### src/hdl/bfd_pkg.sv
// shared constants, register indexes and queue item type for the box filter downscaler
package bfd_pkg;

    localparam int MAX_SIDE = 4096;
    localparam int SIDE_W   = 13;
    localparam int COL_W    = 12;
    localparam int K_W      = 4;
    localparam int N_W      = 25;
    localparam int ACC_W    = 32;
    localparam int CFG_W    = 13;
    localparam int IDX_W    = 2;

    localparam logic [IDX_W-1:0] REG_SOURCE_WIDTH  = 2'd0;
    localparam logic [IDX_W-1:0] REG_SOURCE_HEIGHT = 2'd1;
    localparam logic [IDX_W-1:0] REG_CHANNEL_COUNT = 2'd2;
    localparam logic [IDX_W-1:0] REG_SIZE_LIMIT    = 2'd3;

    typedef struct packed {
        logic [COL_W-1:0] x;
        logic             first;
        logic             emit;
        logic             last;
        logic [N_W-1:0]   n;
        logic [7:0]       r;
        logic [7:0]       g;
        logic [7:0]       b;
        logic [7:0]       a;
    } item_t;

endpackage

### src/hdl/bfd_front.sv
// front part: configuration, raster position, factor choice and pixel classification
module bfd_front
(
    input  logic                          clk,
    input  logic                          rst_n,
    input  logic                          cfg_write,
    input  logic [bfd_pkg::IDX_W-1:0]     cfg_index,
    input  logic [bfd_pkg::CFG_W-1:0]     cfg_data,
    input  logic                          in_valid,
    output logic                          in_stall,
    input  logic [7:0]                    chan_a,
    input  logic [7:0]                    chan_b,
    input  logic [7:0]                    chan_c,
    input  logic [7:0]                    chan_d,
    input  logic                          full,
    output logic                          push,
    output bfd_pkg::item_t                item
);

    logic [12:0] src_width_reg;
    logic [12:0] src_height_reg;
    logic [2:0]  chan_count_reg;
    logic [12:0] size_limit_reg;
    logic [11:0] col_reg;
    logic [11:0] row_reg;
    logic [3:0]  k_reg;

    logic        accept;
    logic        at_start;
    logic [12:0] w;
    logic [12:0] h;
    logic [3:0]  k_pick;
    logic [3:0]  k;
    logic [12:0] f;
    logic [12:0] ow_raw;
    logic [12:0] oh_raw;
    logic [12:0] ow;
    logic [12:0] oh;
    logic [11:0] x;
    logic [11:0] y;
    logic [11:0] dx;
    logic [11:0] dy;
    logic [12:0] cx;
    logic [12:0] cy;
    logic [12:0] x_last;
    logic [12:0] y_last;
    logic [25:0] prod;
    logic        covered;
    logic [12:0] col_inc;
    logic [12:0] row_inc;

    assign at_start = (col_reg == 12'd0) && (row_reg == 12'd0);
    assign in_stall = full;
    assign accept   = in_valid && !full;

    // zero acts as one, oversize saturates
    always_comb
    begin
        w = src_width_reg;
        if (src_width_reg == 13'd0)
        begin
            w = 13'd1;
        end
        else if (src_width_reg > 13'(bfd_pkg::MAX_SIDE))
        begin
            w = 13'(bfd_pkg::MAX_SIDE);
        end
        h = src_height_reg;
        if (src_height_reg == 13'd0)
        begin
            h = 13'd1;
        end
        else if (src_height_reg > 13'(bfd_pkg::MAX_SIDE))
        begin
            h = 13'(bfd_pkg::MAX_SIDE);
        end
    end

    // smallest shift that brings both sides within the limit; a zero limit picks no shift
    always_comb
    begin
        k_pick = 4'd12;
        for (int i = 12; i >= 0; i--)
        begin
            if ((size_limit_reg == 13'd0) ||
                (((w >> i) <= size_limit_reg) && ((h >> i) <= size_limit_reg)))
            begin
                k_pick = 4'(i);
            end
        end
    end

    always_comb
    begin
        k       = at_start ? k_pick : k_reg;
        f       = 13'd1 << k;
        ow_raw  = w >> k;
        oh_raw  = h >> k;
        ow      = (ow_raw == 13'd0) ? 13'd1 : ow_raw;
        oh      = (oh_raw == 13'd0) ? 13'd1 : oh_raw;
        x       = col_reg >> k;
        y       = row_reg >> k;
        dx      = col_reg & f[11:0] - 12'd1;
        dy      = row_reg & f[11:0] - 12'd1;
        cx      = (w < f) ? w : f;
        cy      = (h < f) ? h : f;
        x_last  = (13'({1'b0, x}) << k) + cx - 13'd1;
        y_last  = (13'({1'b0, y}) << k) + cy - 13'd1;
        prod    = cx * cy;
        covered = ({1'b0, x} < ow) && ({1'b0, y} < oh);
        col_inc = {1'b0, col_reg} + 13'd1;
        row_inc = {1'b0, row_reg} + 13'd1;
    end

    always_comb
    begin
        item.x     = x;
        item.first = (dx == 12'd0) && (dy == 12'd0);
        item.emit  = ({1'b0, col_reg} == x_last) && ({1'b0, row_reg} == y_last);
        item.last  = ({1'b0, x} == ow - 13'd1) && ({1'b0, y} == oh - 13'd1);
        item.n     = prod[24:0];
        item.r     = chan_a;
        if (chan_count_reg >= 3'd3)
        begin
            item.g = chan_b;
            item.b = chan_c;
        end
        else
        begin
            item.g = chan_a;
            item.b = chan_a;
        end
        item.a = (chan_count_reg == 3'd4) ? chan_d : 8'd255;
    end

    assign push = accept && covered;

    always_ff @(posedge clk or negedge rst_n)
    begin
        if (!rst_n)
        begin
            src_width_reg  <= 13'd1;
            src_height_reg <= 13'd1;
            chan_count_reg <= 3'd4;
            size_limit_reg <= 13'd0;
            col_reg        <= 12'd0;
            row_reg        <= 12'd0;
            k_reg          <= 4'd0;
        end
        else
        begin
            // writes mid-image are dropped
            if (cfg_write && at_start)
            begin
                case (cfg_index)
                    bfd_pkg::REG_SOURCE_WIDTH:  src_width_reg  <= cfg_data;
                    bfd_pkg::REG_SOURCE_HEIGHT: src_height_reg <= cfg_data;
                    bfd_pkg::REG_CHANNEL_COUNT: chan_count_reg <= cfg_data[2:0];
                    bfd_pkg::REG_SIZE_LIMIT:    size_limit_reg <= cfg_data;
                    default:                    ;
                endcase
            end
            if (accept)
            begin
                if (at_start)
                begin
                    k_reg <= k_pick;
                end
                if (col_inc >= w)
                begin
                    col_reg <= 12'd0;
                    row_reg <= (row_inc >= h) ? 12'd0 : row_inc[11:0];
                end
                else
                begin
                    col_reg <= col_inc[11:0];
                end
            end
        end
    end

endmodule

### config.mk
export PLATFORM = sky130hd
export DESIGN_NAME = bfd_front
export DESIGN_NICKNAME = d
export VERILOG_FILES = /design/src/hdl/bfd_pkg.sv /design/src/hdl/bfd_front.sv
export SDC_FILE = /design/constraint.sdc
export NUM_CORES = 1
export LEC_CHECK = 0
export ABC_AREA = 1
export BUFFER_PORTS_ARGS = -buffer_cell sky130_fd_sc_hd__buf_2
export CORE_UTILIZATION = 40
export CTS_CLUSTER_DIAMETER = 50
export DETAILED_ROUTE_END_ITERATION = 8
export GPL_TIMING_DRIVEN = 0
export PLACE_DENSITY = 0.56
export SYNTH_ARGS = -nofsm -noshare
export SYNTH_HDL_FRONTEND = slang
export SYNTH_SLANG_ARGS = --single-unit
### constraint.sdc
create_clock -name clk -period 19.45 [get_ports clk]
set_input_delay 1.945 -clock clk [delete_from_list [all_inputs] [get_ports clk]]
set_output_delay 1.945 -clock clk [all_outputs]
set_load 0.02 [all_outputs]
Yosys cells after proc, flatten, opt, wreduce, memory -nomap -nowiden
Cells that the tools add are included.

$add $sub $neg: 9. Multiply operators: 1. $lt $le $gt $ge: 33. Equality and inequality tests: 8. Shift operators: 7. Mux-type cells: 25. Bitwise operators: 2. Reductions and logical operators: 48.

Operators by type and width (number): $mux 13 (8); $logic_not 13->1 (5); $eq 12x13->1 (4); $sub 13x1->13 const B (4); $logic_not 12->1 (4); $mux 4 (9); $add 12x1->13 const B (2); $add 13x13->13 (2); $ge 13x13->1 (2); $gt 13x13->1 const B (2); $le 10x13->1 (2); $le 11x13->1 (2); $le 12x13->1 (2); $le 13x13->1 (2); $le 2x13->1 (2); $le 3x13->1 (2); $le 4x13->1 (2); $le 5x13->1 (2); $le 6x13->1 (2); $le 7x13->1 (2); $le 8x13->1 (2); $le 9x13->1 (2); $lt 12x13->1 (2); $lt 13x13->1 (2); other kinds (20) (63).

Flip-flop bits (word level): 70. Input bits: 52. Output and inout bits: 74. Logic and storage cells: 140.

Depth between registers and ports, before layout
Word-level depth: 26. Depth in mapped cells: 74. Mapped depth without buffers: 70.

Least setup slack after synthesis
No wires, ideal clock.

Path type: register -> output. Start: register src_height_reg[8]. End: output port item[56] in the netlist's numbering. Data arrival time: 10.540 ns. Data required time: 17.505 ns. Path slack: 6.965 ns. Cell stages (with the launch flop): 70. Buffers on the path: 5. Cells stage by stage: dfrtp_1 > nor4_1 > nand3_1 > nand2_1 > inv_1 > nor2_1 > inv_1 > ha_1 > nor3_1 > nor3_1 > o21ai_0 > nand2_1 > nand2_1 > nand2_1 > nand2_1 > nand2_1 > nand2_1 > nand2_1 > [34 not listed] > nand2_1 > o21ai_0 > a21o_1 > a21oi_1 > o21ai_0 > nand3_1 > nand2_1 > nand3_1 > nand2_1 > nand3_1 > nand2_1 > nand3_1 > nand2_1 > a21oi_1 > nor2_1 > nor2_1 > xnor2_1 > xor2_1.

RTL lines: start: declaration (RTL line bfd_front.sv:21) `logic [12:0] src_height_reg;`; start signal: assignment (RTL line bfd_front.sv:157) `bfd_pkg::REG_SOURCE_HEIGHT: src_height_reg <= cfg_data;`; end: declaration (RTL line bfd_front.sv:17) `output bfd_pkg::item_t item`.

==> results by group <==
Placed design
  • Gp weighted congestion: between 0.9 and 1
  • PortBufs: between 100 and 150
  • HPWL Detailed: between 60 and 70 mm

Yosys
  • Syn avg cell area: a little under 7 um^2
  • Ys Warns: 0
  • Sequential fraction of the synthesis area: under 10%
  • Number of synthesized flops with an enable pin: 0
  • #FFs+latches synth: 70
  • Count of cell types in the netlist: 66
  • Top_reg_cell synth: dfrtp_1
  • Syn Inst Count: 3103
  • Syn Nets: about 3700
  • Post-synth design cell area: ~21000 um^2
  • Ys async rst share: 100%

Floorplan
  • DIE AREA: 53300 um^2
  • # IOs: about 130
  • Die Y: 231 um
  • Core ar.: 51500 um^2
  • Die Width: 231 um
  • Initial Util: 40.7%
  • Rows: 83

STA
  • Fin crit period: 16.83 ns
  • Max transition margin: 6.06%
  • Final Hold Viols: 0
  • Clock Skews: between 0.01 and 0.015 ns
  • Final setup viols: 0
  • Fin crit share: 86.5%
  • RSZ-0062 raised after global routing: no
  • Worst slew pin tran: about 1.4 ns
  • Slew Viols, Final: 0
  • Achievable Freq: around 60 MHz
  • Setup TNS: 0 ns

Final layout
  • ANT cells: 0
  • Share of cells above drive strength 1: 9.14%
  • FILL cells: approximately 5500
  • Area Growth Syn to Fin: 8.98%
  • Fin nets: approximately 3800

Setup path
  • Crit-path max FO: 13
  • Largest delay share family, worst path: buffers and inverters
  • Worst path slowest cell: dfrtp_1
  • Req. time, crit path: 17.50 ns
  • Top cell by count, worst path: nand2_1
  • Crit Path Class: register to primary output
  • Delay of the slowest critical-path stage: about 0.86 ns
  • Worst Setup End Kind: primary output
  • Buf/Inv on CP: 15
  • WP data arrival: 14.88 ns
  • Critical path startpoint category: register

Clock network
  • # hold bufs at CTS: 0
  • Longest Clk Path Bufs: 2
  • Post-CTS resize count: 0
  • Clk_lat worst skew: approximately 0.35 ns
  • Htree depth: 3
  • CTS sink cnt: 70
  • TritonCTS clock tree: done
  • Clock transition at path regs: 0.07 ns
  • Setup bufs post-CTS: 0
  • Clk root buf: clkbuf_16
  • CTS buffer count: 9

Worst hold path
  • Worst hold path type: register to register

Drt
  • Vias post-DR: 21900
  • # DRC: 0
  • Antenna-violating nets left: 0
  • 1st-pass router iterations: 6
  • Initial detailed-routing violation count: 1763
  • Final wirelength: about 80 mm
  • Routed len/inst: between 20 and 25 um
  • Via-to-Cell Ratio: approximately 5.6

GRT
  • Antenna violations before repair: 1
  • Largest net degree at the start of global routing: 62
  • Gr ovfl total: 0
  • GRT Overall Usage: approximately 30%
  • Vias in the first global route: 21400
  • First-pass GRT wire length: ~120 mm

Run
  • Max-Cap Viols: 0

Status
  • Status: finished, final reports clean
[per-layer routing]
| layer | GRT usage (%) | share of wire (%) | up-vias | wire length [um] |
|---|---|---|---|---|
| met5 | 0 | 0.024 | - | 19 |
| met4 | 9.35 | 3.2 | 2 | 2540 |
| met3 | 3.14 | 6.0 | 146 | 4780 |
| met2 | 50.3 | 46 | 843 | 36800 |
| met1 | 38.9 | 44 | 10400 | 35300 |
| li1 | - | - | 10500 | - |
[through the flow]
stage                     utilization (%)  instance area (um^2)  setup slack, ns  instances  hold WS [ns]
after global routing                 44.4                 22900             1.78       3928         0.530
after CTS                            44.3                 22800             2.85       3927         0.498
after detailed placement             43.7                 22500             3.26       3911         0.483
after global placement               43.6                 22400             3.38       3908         0.475
after floorplan                         -                 21000             6.96       3103         0.453
final                                44.4                 22900             2.62       3928         0.507
[synth_stat cells (all sizes together) (2+ instances only)]
master	number	area (um^2)
nand4	49	307
a21oi	152	768
nor2	277	1130
o221ai	15	131
dfstp	3	78.8
fa	122	2440
nor3b	2	15.0
and3	3	18.8
nand3	206	1080
or4	2	15.0
o22ai	15	114
ha	375	4690
clkinv	8	30.0
a2111oi	4	35.0
and2	2	12.5
mux2i	6	60.1
a221oi	2	17.5
inv	523	1970
or2	9	56.3
xnor2	20	175
o2111ai	4	35.0
o31ai	8	60.1
xor2	80	701
o21bai	9	67.6
a211oi	7	52.6
a21o	13	97.6
nor4	17	106
o21a	5	37.5
clkbuf	37	139
o21ai	247	1320
nor3	31	176
nand3b	4	30.0
o211ai	22	165
a22oi	8	60.1
nand2	679	2620
a31oi	6	37.5
buf	53	334
o41ai	3	26.3
a21boi	3	22.5
dfrtp	67	1680
[cell families (layout without fill, tap and decap cells)]
logic type               Yosys count  after routing  synth area share (%)
AND/OR/NAND/NOR                 1282           1282                  26.6
buffers and inverters            621            766                  11.8
AO/OA/AOI/OAI                    526            526                  14.7
flip-flops                        70             70                  8.37
adder cells (fa/ha/maj)          497            497                  34.0
multiplexers                       6              6                 0.286
XOR/XNOR                         101            101                  4.28
[final cells by class]
cell class                 count  area (um^2)  share of cell area, %
buffer                        90          473                   2.07
inverter                     531         2000                   8.73
clock inverter                 6         70.1                  0.307
tap                          680          851                   3.72
sequential                    70         1760                   7.68
timing repair buffer         129          722                   3.16
multi-input combinational   2412        16800                   73.3
clock buffer                  10          229                   1.00
[worst register-to-register path: cells and delay by family (launching register included)]
family | cells | cell delay (ns)
AOI/OAI and AO/OA | 3 | 0.44
and+or+nand+nor | 12 | 1.77
buffers and inverters | 10 | 3.17
DFF | 1 | 0.86
adders and majority gates | 1 | 0.47
[worst paths after layout]
check	from	end	slack, ns	cells past startpoint
worst max-delay path	src_height_reg[12]	item[56]	2.62	61
worst min-delay path	src_width_reg[0]	src_width_reg[0]	0.51	2
worst max register to register	src_height_reg[12]	k_reg[1]	12.62	26
worst min register to register	src_width_reg[0]	src_width_reg[0]	0.51	2
max in group asynchronous	rst_n	src_width_reg[0]	17.43	2
min in group asynchronous	rst_n	src_height_reg[4]	1.42	1
[cells in the final DEF, fill, tap and decap left out, types with 41 or more instances in the layout]
cell type	n
xor2_1	80
nand2_1	659
o21ai_0	189
o21ai_1	41
nand4_1	49
nand3_1	197
a21oi_1	150
fa_1	122
nor2_1	254
ha_1	375
inv_1	501
buf_2	151
dfrtp_1	67
Power is left out: the tool's default activity adds up to more than one toggle a clock period on the data nets, which glitch-free logic cannot reach.
