$ cat config.mk
export PLATFORM = sky130hd
export DESIGN_NAME = bfd_fifo
export DESIGN_NICKNAME = d
export VERILOG_FILES = /design/src/hdl/bfd_pkg.sv /design/src/hdl/bfd_fifo.sv
export SDC_FILE = /design/constraint.sdc
export NUM_CORES = 1
export LEC_CHECK = 0
export ABC_CLOCK_PERIOD_IN_PS = 4200
export BUFFER_PORTS_ARGS = -buffer_cell sky130_fd_sc_hd__clkbuf_2
export CORE_MARGIN = 3
export CORE_UTILIZATION = 47
export DETAILED_ROUTE_END_ITERATION = 10
export PLACE_DENSITY = 0.72
export SLEW_MARGIN = 40
export SYNTH_ARGS = -nofsm -noshare
export SYNTH_HDL_FRONTEND = slang
export SYNTH_SLANG_ARGS = --single-unit
export TNS_END_PERCENT = 50
$ cat constraint.sdc
create_clock -name clk -period 4.2 [get_ports clk]
set_input_delay 1.26 -clock clk [delete_from_list [all_inputs] [get_ports clk]]
set_output_delay 1.26 -clock clk [all_outputs]
set_load 0.03 [all_outputs]
$ cat src/hdl/bfd_pkg.sv
// shared constants, register indexes and queue item type for the box filter downscaler
package bfd_pkg;

    localparam int MAX_SIDE = 4096;
    localparam int SIDE_W   = 13;
    localparam int COL_W    = 12;
    localparam int K_W      = 4;
    localparam int N_W      = 25;
    localparam int ACC_W    = 32;
    localparam int CFG_W    = 13;
    localparam int IDX_W    = 2;

    localparam logic [IDX_W-1:0] REG_SOURCE_WIDTH  = 2'd0;
    localparam logic [IDX_W-1:0] REG_SOURCE_HEIGHT = 2'd1;
    localparam logic [IDX_W-1:0] REG_CHANNEL_COUNT = 2'd2;
    localparam logic [IDX_W-1:0] REG_SIZE_LIMIT    = 2'd3;

    typedef struct packed {
        logic [COL_W-1:0] x;
        logic             first;
        logic             emit;
        logic             last;
        logic [N_W-1:0]   n;
        logic [7:0]       r;
        logic [7:0]       g;
        logic [7:0]       b;
        logic [7:0]       a;
    } item_t;

endpackage

$ cat src/hdl/bfd_fifo.sv
// two-entry queue between the front and back parts
module bfd_fifo
(
    input  logic          clk,
    input  logic          rst_n,
    input  logic          push,
    input  bfd_pkg::item_t wr_item,
    output logic          full,
    input  logic          pop,
    output logic          not_empty,
    output bfd_pkg::item_t rd_item
);

    bfd_pkg::item_t slot_reg [2];
    logic           wr_ptr_reg;
    logic           rd_ptr_reg;
    logic [1:0]     count_reg;

    assign full      = (count_reg == 2'd2);
    assign not_empty = (count_reg != 2'd0);
    assign rd_item   = slot_reg[rd_ptr_reg];

    always_ff @(posedge clk)
    begin
        if (push)
        begin
            slot_reg[wr_ptr_reg] <= wr_item;
        end
    end

    always_ff @(posedge clk or negedge rst_n)
    begin
        if (!rst_n)
        begin
            wr_ptr_reg <= 1'b0;
            rd_ptr_reg <= 1'b0;
            count_reg  <= 2'd0;
        end
        else
        begin
            if (push)
            begin
                wr_ptr_reg <= ~wr_ptr_reg;
            end
            if (pop)
            begin
                rd_ptr_reg <= ~rd_ptr_reg;
            end
            if (push && !pop)
            begin
                count_reg <= count_reg + 2'd1;
            end
            else if (pop && !push)
            begin
                count_reg <= count_reg - 2'd1;
            end
        end
    end

endmodule

* After elaboration in Yosys (flattened, before gate mapping) *
Memories as Yosys holds them, arrays and structs flattened.
Cells that the tools add are included.

cells by class
  reduce and logical (&&, ||, !) cells = 6
  eq/ne operators = 1
  bitwise logic cells = 2
  mux-type cells = 4
  add/sub/neg operators = 2

operators by type and width
  kind                                                                count
  2-bit 2-to-1 mux                                                    2
  2-bit nonzero test                                                  2
  2-bit by 1-bit adder with 2-bit output, second input constant       1
  2-bit == test, second input constant                                1
  1-bit logical AND                                                   2
  1-bit zero test                                                     2
  1-bit 2-to-1 mux                                                    2
  1-bit inverter                                                      2
  2-bit by 1-bit subtractor with 2-bit output, second input constant  1

word-level totals
  memory bits (writable) = 144
  logic and storage cells = 19
  flip-flop bits (word level) = 4
  memories kept = 1

memory list
  memory    words  width  rd ports  clocked after memory_dff  wr ports  line            RTL
  slot_reg  2      72     1         0                         1         bfd_fifo.sv:14  bfd_pkg::item_t slot_reg [2];

* Depth between registers and ports, before layout *
Gate-level depths: netlist of run 1.

  word-level depth = 4
  depth in mapped cells = 5
  mapped depth without buffers = 5

* Least setup slack after synthesis of run 1 *
Ideal clock, no wire load.

  path type = in2reg
  start point = input port push
  end point = memory slot_reg[0][0] (netlist name), enable pin
  slack = -727 ps
  cell stages on the path = 1
  setup time = 511 ps
  buffers on the path = 0
  arrival = 4416 ps
  cell sequence = nor2b_1

between the ends
  word-level cells in the longest chain between the ends = 2

RTL lines
  element                                 line            RTL
  from (decl)                             bfd_fifo.sv:6   input logic push,
  1-bit 2-to-1 mux                        bfd_fifo.sv:25  if (push)
  1-bit 2-to-1 mux (implied by the code)  bfd_fifo.sv:27  slot_reg[wr_ptr_reg] <= wr_item;
  to (decl)                               bfd_fifo.sv:14

Every way passes these cells.

==> results of run 1 <==
layout by cell type (no fill, tap or decap), drive strengths merged:
master,n
bufinv,4
mux2,72
buf,6
inv,1
xor2,4
clkbuf,169
clkinvlp,1
ha,1
or2,1
clkinv,6
and2,1
nor2,1
xnor2,1
edfxtp,144
nor2b,2
dfrtp,4
worst min path at each step:
stage,endpoint,start,depth (start not counted),slack (ns)
2_1_floorplan,count_reg[1]$_DFFE_PN0P_,count_reg[1]$_DFFE_PN0P_,1,0.45
5_1_grt,count_reg[1]$_DFFE_PN0P_,count_reg[1]$_DFFE_PN0P_,1,0.53
4_1_cts,count_reg[1]$_DFFE_PN0P_,count_reg[1]$_DFFE_PN0P_,1,0.50
3_5_place_dp,count_reg[1]$_DFFE_PN0P_,count_reg[1]$_DFFE_PN0P_,1,0.48
6_report,count_reg[1]$_DFFE_PN0P_,count_reg[1]$_DFFE_PN0P_,1,0.50
3_3_place_gp,count_reg[1]$_DFFE_PN0P_,count_reg[1]$_DFFE_PN0P_,1,0.47
cell families (layout without fill, tap and decap cells):
| kind of cell | after synthesis | in the layout | share of synthesized area [%] |
|---|---|---|---|
| and+or+nand+nor | 5 | 5 | 0.502 |
| buffers and inverters | 9 | 187 | 2.71 |
| DFF | 148 | 148 | 77.2 |
| adders and majority gates | 1 | 1 | 0.218 |
| muxes | 72 | 72 | 18.7 |
| xor gates and xnor gates | 5 | 5 | 0.764 |
metrics by stage:
step / utilization (%) / area, sq um / std cells / power (uW) / worst slack (ns)
after CTS: 61.7 / 7200 / 561 / 5620 / 0.767
after global routing: 61.7 / 7200 / 561 / 5780 / 0.722
after floorplan: - / 5740 / 240 / 3720 / 0.621
final: 61.7 / 7200 / 561 / 5540 / 0.822
after global placement: 56.3 / 6560 / 528 / 4030 / 1.25
after detailed placement: 56.6 / 6600 / 530 / 4080 / 1.22
layer usage:
metal	track usage (%)	up-vias	share of wire [%]
met1	17.4	1364	38
met5	0	-	0
li1	-	1279	-
met2	24.1	101	53
met3	5.80	17	6.9
met4	8.28	0	2.7
power breakdown:
part | total (uW) | switching (uW) | internal, uW
logic | 1900 | 1120 | 778
clock network | 1520 | 540 | 984
registers | 2120 | 157 | 1960
total | 5540 | 1820 | 3730
area by class of cell:
| type | count | area [sq um] |
|---|---|---|
| fill | 862 | 4460 |
| sequential | 148 | 4430 |
| multi-input combinational | 83 | 1160 |
| timing repair buffer | 155 | 828 |
| clock buffer | 20 | 437 |
| tap | 143 | 179 |
| clock inverter | 11 | 160 |
| inverter | 1 | 3.75 |
==> impl_results.md, run 1 <==
- Outcome: finished, final reports clean
- Pleak: ~0.0030 uW
- Layout Area Growth over Synthesis: 25.6%
- Crit-path max FO: 29
- Layout Skew: roughly 0.0072 ns
- Max reg flops: approximately 140
- Grt total ovfl: 0
- Synth cell count leaders: 144 x edfxtp_1, 69 x mux2_4, 7 x buf_12
- Synthesized cell area: 5730 sq um
- Core area: 11700 sq um
- Critical Path AT: around 2.1 ns
- Top delay family on crit path: flip-flops
- Fmax: 296 MHz
- GRT Total Usage: 15.0%
- First-pass GRT wire length: 14800 um
- Critical path class: flop to output pin
- Max-cap check violation count: 0
- Worst setup SP type: flop
- Nets: 483
- Final hold viol count: 0
- Post CTS Setup Buffer Count: 0
- CTS resizes: 0
- Initial core utilization: 49.2%
- Worst Hold Class: flop to flop
- R2r setup slk: 2.70 ns
- # port buffers: 149
- Sink Count: 148
- Post-synth EDFFs: 144
- Seq/Total Area, Yosys: 77.2%
- Share of the synthesized area in the top cell type: 75.4%
- Critical Path Start: rd_ptr_reg$_DFFE_PN0P_
- Share of cells above drive strength 1: between 60% and 70%
- Max Root-Sink Buffers: 2
- Site row count: 39
- Critical Path, Cell by Cell: buf_4, mux2_4, clkbuf_2
- Final critical-path share of the clock period: 80.4%
- CP Capture Type: output pin
- Power per cell area: 770 nW/um^2
- Reg2reg start: wr_ptr_reg$_DFFE_PN0P_
- CP Data Required Time: 2.94 ns
- Primary FF master, synth: edfxtp_1
- ANT cells: 0
- Area leader, netlist: edfxtp_1
- CTS H-tree lvls: 4
- #FFs+latches synth: 148
- I/O pin total: 150
- Worst reg-to-reg path cell count: 2
- Number of vias per cell: 4.92
- RD Place Congestion: 0.757
- Synth warn: 0
- CP endpoint: rd_item[12]
- Most common cell in the netlist: edfxtp_1
- Die area: 13600 sq um
- Worst Tran Pin Value: 0.653 ns
- Die H: about 120 um
- Initial antenna violation count: 0
- Avg Cell Area, Syn: about 24 sq um
- HPWL Detailed: approximately 6500 um
- CTS Root Cell: clkbuf_16
- Slowest cell delay on critical path: 0.78 ns
- Skew-Pair Late Insertion Delay: 0.41 ns
- Area contributors post-synth: edfxtp_1 75%, mux2_4 18%, buf_12 2.4%, dfrtp_1 1.7%, xor2_1 0.61%
- Worst r2r dst: slot_reg[0][2]$_DFFE_PP_
- Clock transition at path regs: roughly 0.06 ns
- Number of buffers created by CTS: 17
- Drc violations: 0
- Vias in the first global route: 2869
- Largest net degree at the start of global routing: 48
- Worst hold margin: ~0.50 ns
- CTS tree: yes
- Yosys cell types: 14
- Hold buffer count at cts: 0
- Setup TNS: 0 ns
- Max stage delay cell, worst path: dfrtp_4
- Fin crit period: 3.38 ns
- Post-route ant nets: 0
- Total number of vias: 2761
- Syn nets: 317
- First-pass DRT Iterations: 6
- Wirelength per Cell: 17.4 um
- Die W: 116 um
- RSZ-0062 raised after global routing: no
- Final Max Tran Viols: 0
- DRT iter0 DRCs: 160
- Peak supply drop: 0.435 mV
- Detailed Route WL: 9740 um
- Slew HR: between 50% and 60%
- Levels on crit path: 3
- Synthesized instance count: 240
- Async S/R FF share, synth: 2.70%
- # setup viols final: 0
- CP bufs+invs: 2
Note: power is estimated with default switching activity, not from simulation.
==> run 2, diff against run 1 <==
--- a/config.mk
+++ b/config.mk
@@ -5,7 +5,7 @@
 export SDC_FILE = /design/constraint.sdc
 export NUM_CORES = 1
 export LEC_CHECK = 0
-export ABC_CLOCK_PERIOD_IN_PS = 4200
+export ABC_CLOCK_PERIOD_IN_PS = 2900
 export BUFFER_PORTS_ARGS = -buffer_cell sky130_fd_sc_hd__clkbuf_2
 export CORE_MARGIN = 3
 export CORE_UTILIZATION = 47
==> constraint.sdc (replaced) <==
create_clock -name clk -period 2.9 [get_ports clk]
set_input_delay 0.87 -clock clk [delete_from_list [all_inputs] [get_ports clk]]
set_output_delay 0.87 -clock clk [all_outputs]
set_load 0.03 [all_outputs]
==> run 2 against run 1 <==
Power up 46%; clock skew down 0.0047 ns; flip-flop and latch count is the same; clock-buffer cell count is 1 lower; combinational power grew 49%; non-clock buffer count is 1 higher; final cell count increased by 0.36%; critical endpoint unchanged; largest power group unchanged.
==> impl_results.md, run 2 (synthesized netlist as in run 1, its figures left out) <==
- Outcome: finished, final reports clean
- Site row count: 39
- Peak supply drop: 0.620 mV
- CTS tree: yes
- HPWL Detailed: 6320 um
- Hold buffer count at cts: 0
- Post-route ant nets: 0
- # setup viols final: 0
- Worst Tran Pin Value: 0.513 ns
- Vias in the first global route: 2965
- Die W: 116 um
- Clock power frac: 28.0%
- Detailed Route WL: 9500 um
- Final Max Tran Viols: 0
- Setup TNS: 0 ns
- CTS resizes: 0
- Max Root-Sink Buffers: 2
- Core area: about 12000 sq um
- Initial antenna violation count: 0
- DRT iter0 DRCs: 132
- Initial core utilization: 49.2%
- GRT Total Usage: 14.7%
- Power per cell area: 1120 nW/um^2
- Slew HR: roughly 66%
- Int Power: 5490 uW
- Largest net degree at the start of global routing: 40
- Net Sw Frac: about a third
- CP Capture Type: output pin
- Critical path class: flop to output pin
- ANT cells: 0
- I/O pin total: 150
- Wirelength per Cell: 16.9 um
- Max-cap check violation count: 0
- Crit-path max FO: 15
- Most common cell after layout, fill and taps aside: clkbuf_2
- CP Data Required Time: 2.03 ns
- Total number of vias: 2743
- Share of cells above drive strength 1: 61.4%
- Worst Hold Class: input pin to asynchronous set/reset pin
- Fmax: ~370 MHz
- RD Place Congestion: 0.703
- Worst setup SP type: flop
- Skew-Pair Late Insertion Delay: 0.41 ns
- Die H: 116 um
- Post CTS Setup Buffer Count: 0
- Nets: approximately 480
- Filler cell count: 821
- RSZ-0062 raised after global routing: no
- Finished Cell Area: 7230 sq um
- Critical Path AT: about 1.8 ns
- Layout Area Growth over Synthesis: 26.1%
- CTS Root Cell: clkbuf_16
- Pleak: 0.00299 uW
- Die area: 13600 sq um
- Final critical-path share of the clock period: 93.3%
- Most frequent cells in the layout: 149 x clkbuf_2, 144 x edfxtp_1, 69 x mux2_4
- Power share of the combinational group: 35.0%
- Grt total ovfl: 0
- Drc violations: 0
- Layout Skew: 0.00252 ns
- Sink Count: 148
- Fin crit period: approximately 2.7 ns
- CTS H-tree lvls: 4
- Number of buffers created by CTS: 17
- Max reg flops: 144
- Final hold viol count: 0
- First-pass DRT Iterations: 4
- First-pass GRT wire length: 14700 um
- P_sw: roughly 2600 uW
- Sequential share of power: 37.1%
- # port buffers: ~150
- Placed inst area: roughly 6600 sq um
- Number of vias per cell: between 4 and 5
- Clock transition at path regs: ~0.06 ns
[run 2: final cells by class]
cell class | instances | area, sq um | area share [%]
multi-input combinational | 83 | 1160 | 16.1
clock buffer | 19 | 433 | 5.99
tap | 143 | 179 | 2.47
clock inverter | 13 | 188 | 2.60
sequential | 148 | 4430 | 61.2
timing repair buffer | 156 | 836 | 11.6
inverter | 1 | 3.75 | 0.0519
[run 2: worst max-delay path: stages (launching register included)]
cell and delay, ns:
dfrtp_4 0.56, buf_4 0.34, mux2_4 0.34, clkbuf_2 0.18
[run 2: power groups by stage]
stage / Sequential, uW / Combinational (uW) / Clock (uW)
global route: 3050 / 3000 / 2430
finish: 3010 / 2830 / 2270
detailed placement: 3050 / 2880 / 0
global placement: 3030 / 2860 / 0
CTS: 3010 / 2890 / 2320
floorplan: 2990 / 2390 / 0
[run 2: metrics by stage]
step	hold WS [ns]	power, uW	std cells	util (%)	setup WS (ns)
after CTS	0.243	8220	563	62.0	0.160
after global routing	0.251	8470	563	62.0	0.126
after detailed placement	0.483	5930	531	56.7	0.616
final	0.267	8110	563	62.0	0.195
after global placement	0.464	5890	531	56.7	0.644
after floorplan	0.447	5380	240	-	-0.0876
[run 2: path summary, 6_finish.rpt]
check | to | cells after the start | from | slack (ns)
worst max register to register | slot_reg[1][63]$_DFFE_PP_ | 2 | wr_ptr_reg$_DFFE_PN0P_ | 1.42
max in group asynchronous | rd_ptr_reg$_DFFE_PN0P_ | 1 | rst_n | 2.48
min in group clk | count_reg[1]$_DFFE_PN0P_ | 1 | count_reg[1]$_DFFE_PN0P_ | 0.51
worst max-delay path | rd_item[12] | 3 | rd_ptr_reg$_DFFE_PN0P_ | 0.20
worst min-delay path | count_reg[0]$_DFFE_PN0P_ | 1 | rst_n | 0.27
worst min register to register | count_reg[1]$_DFFE_PN0P_ | 1 | count_reg[1]$_DFFE_PN0P_ | 0.51
[run 2: routing by layer]
layer | share of wire (%) | global-route usage [%] | wire length (um)
met4 | 2.1 | 7.35 | 199
met2 | 50 | 23.1 | 4720
met3 | 7.5 | 5.70 | 708
met1 | 41 | 17.9 | 3880
met5 | 0 | 0 | 0
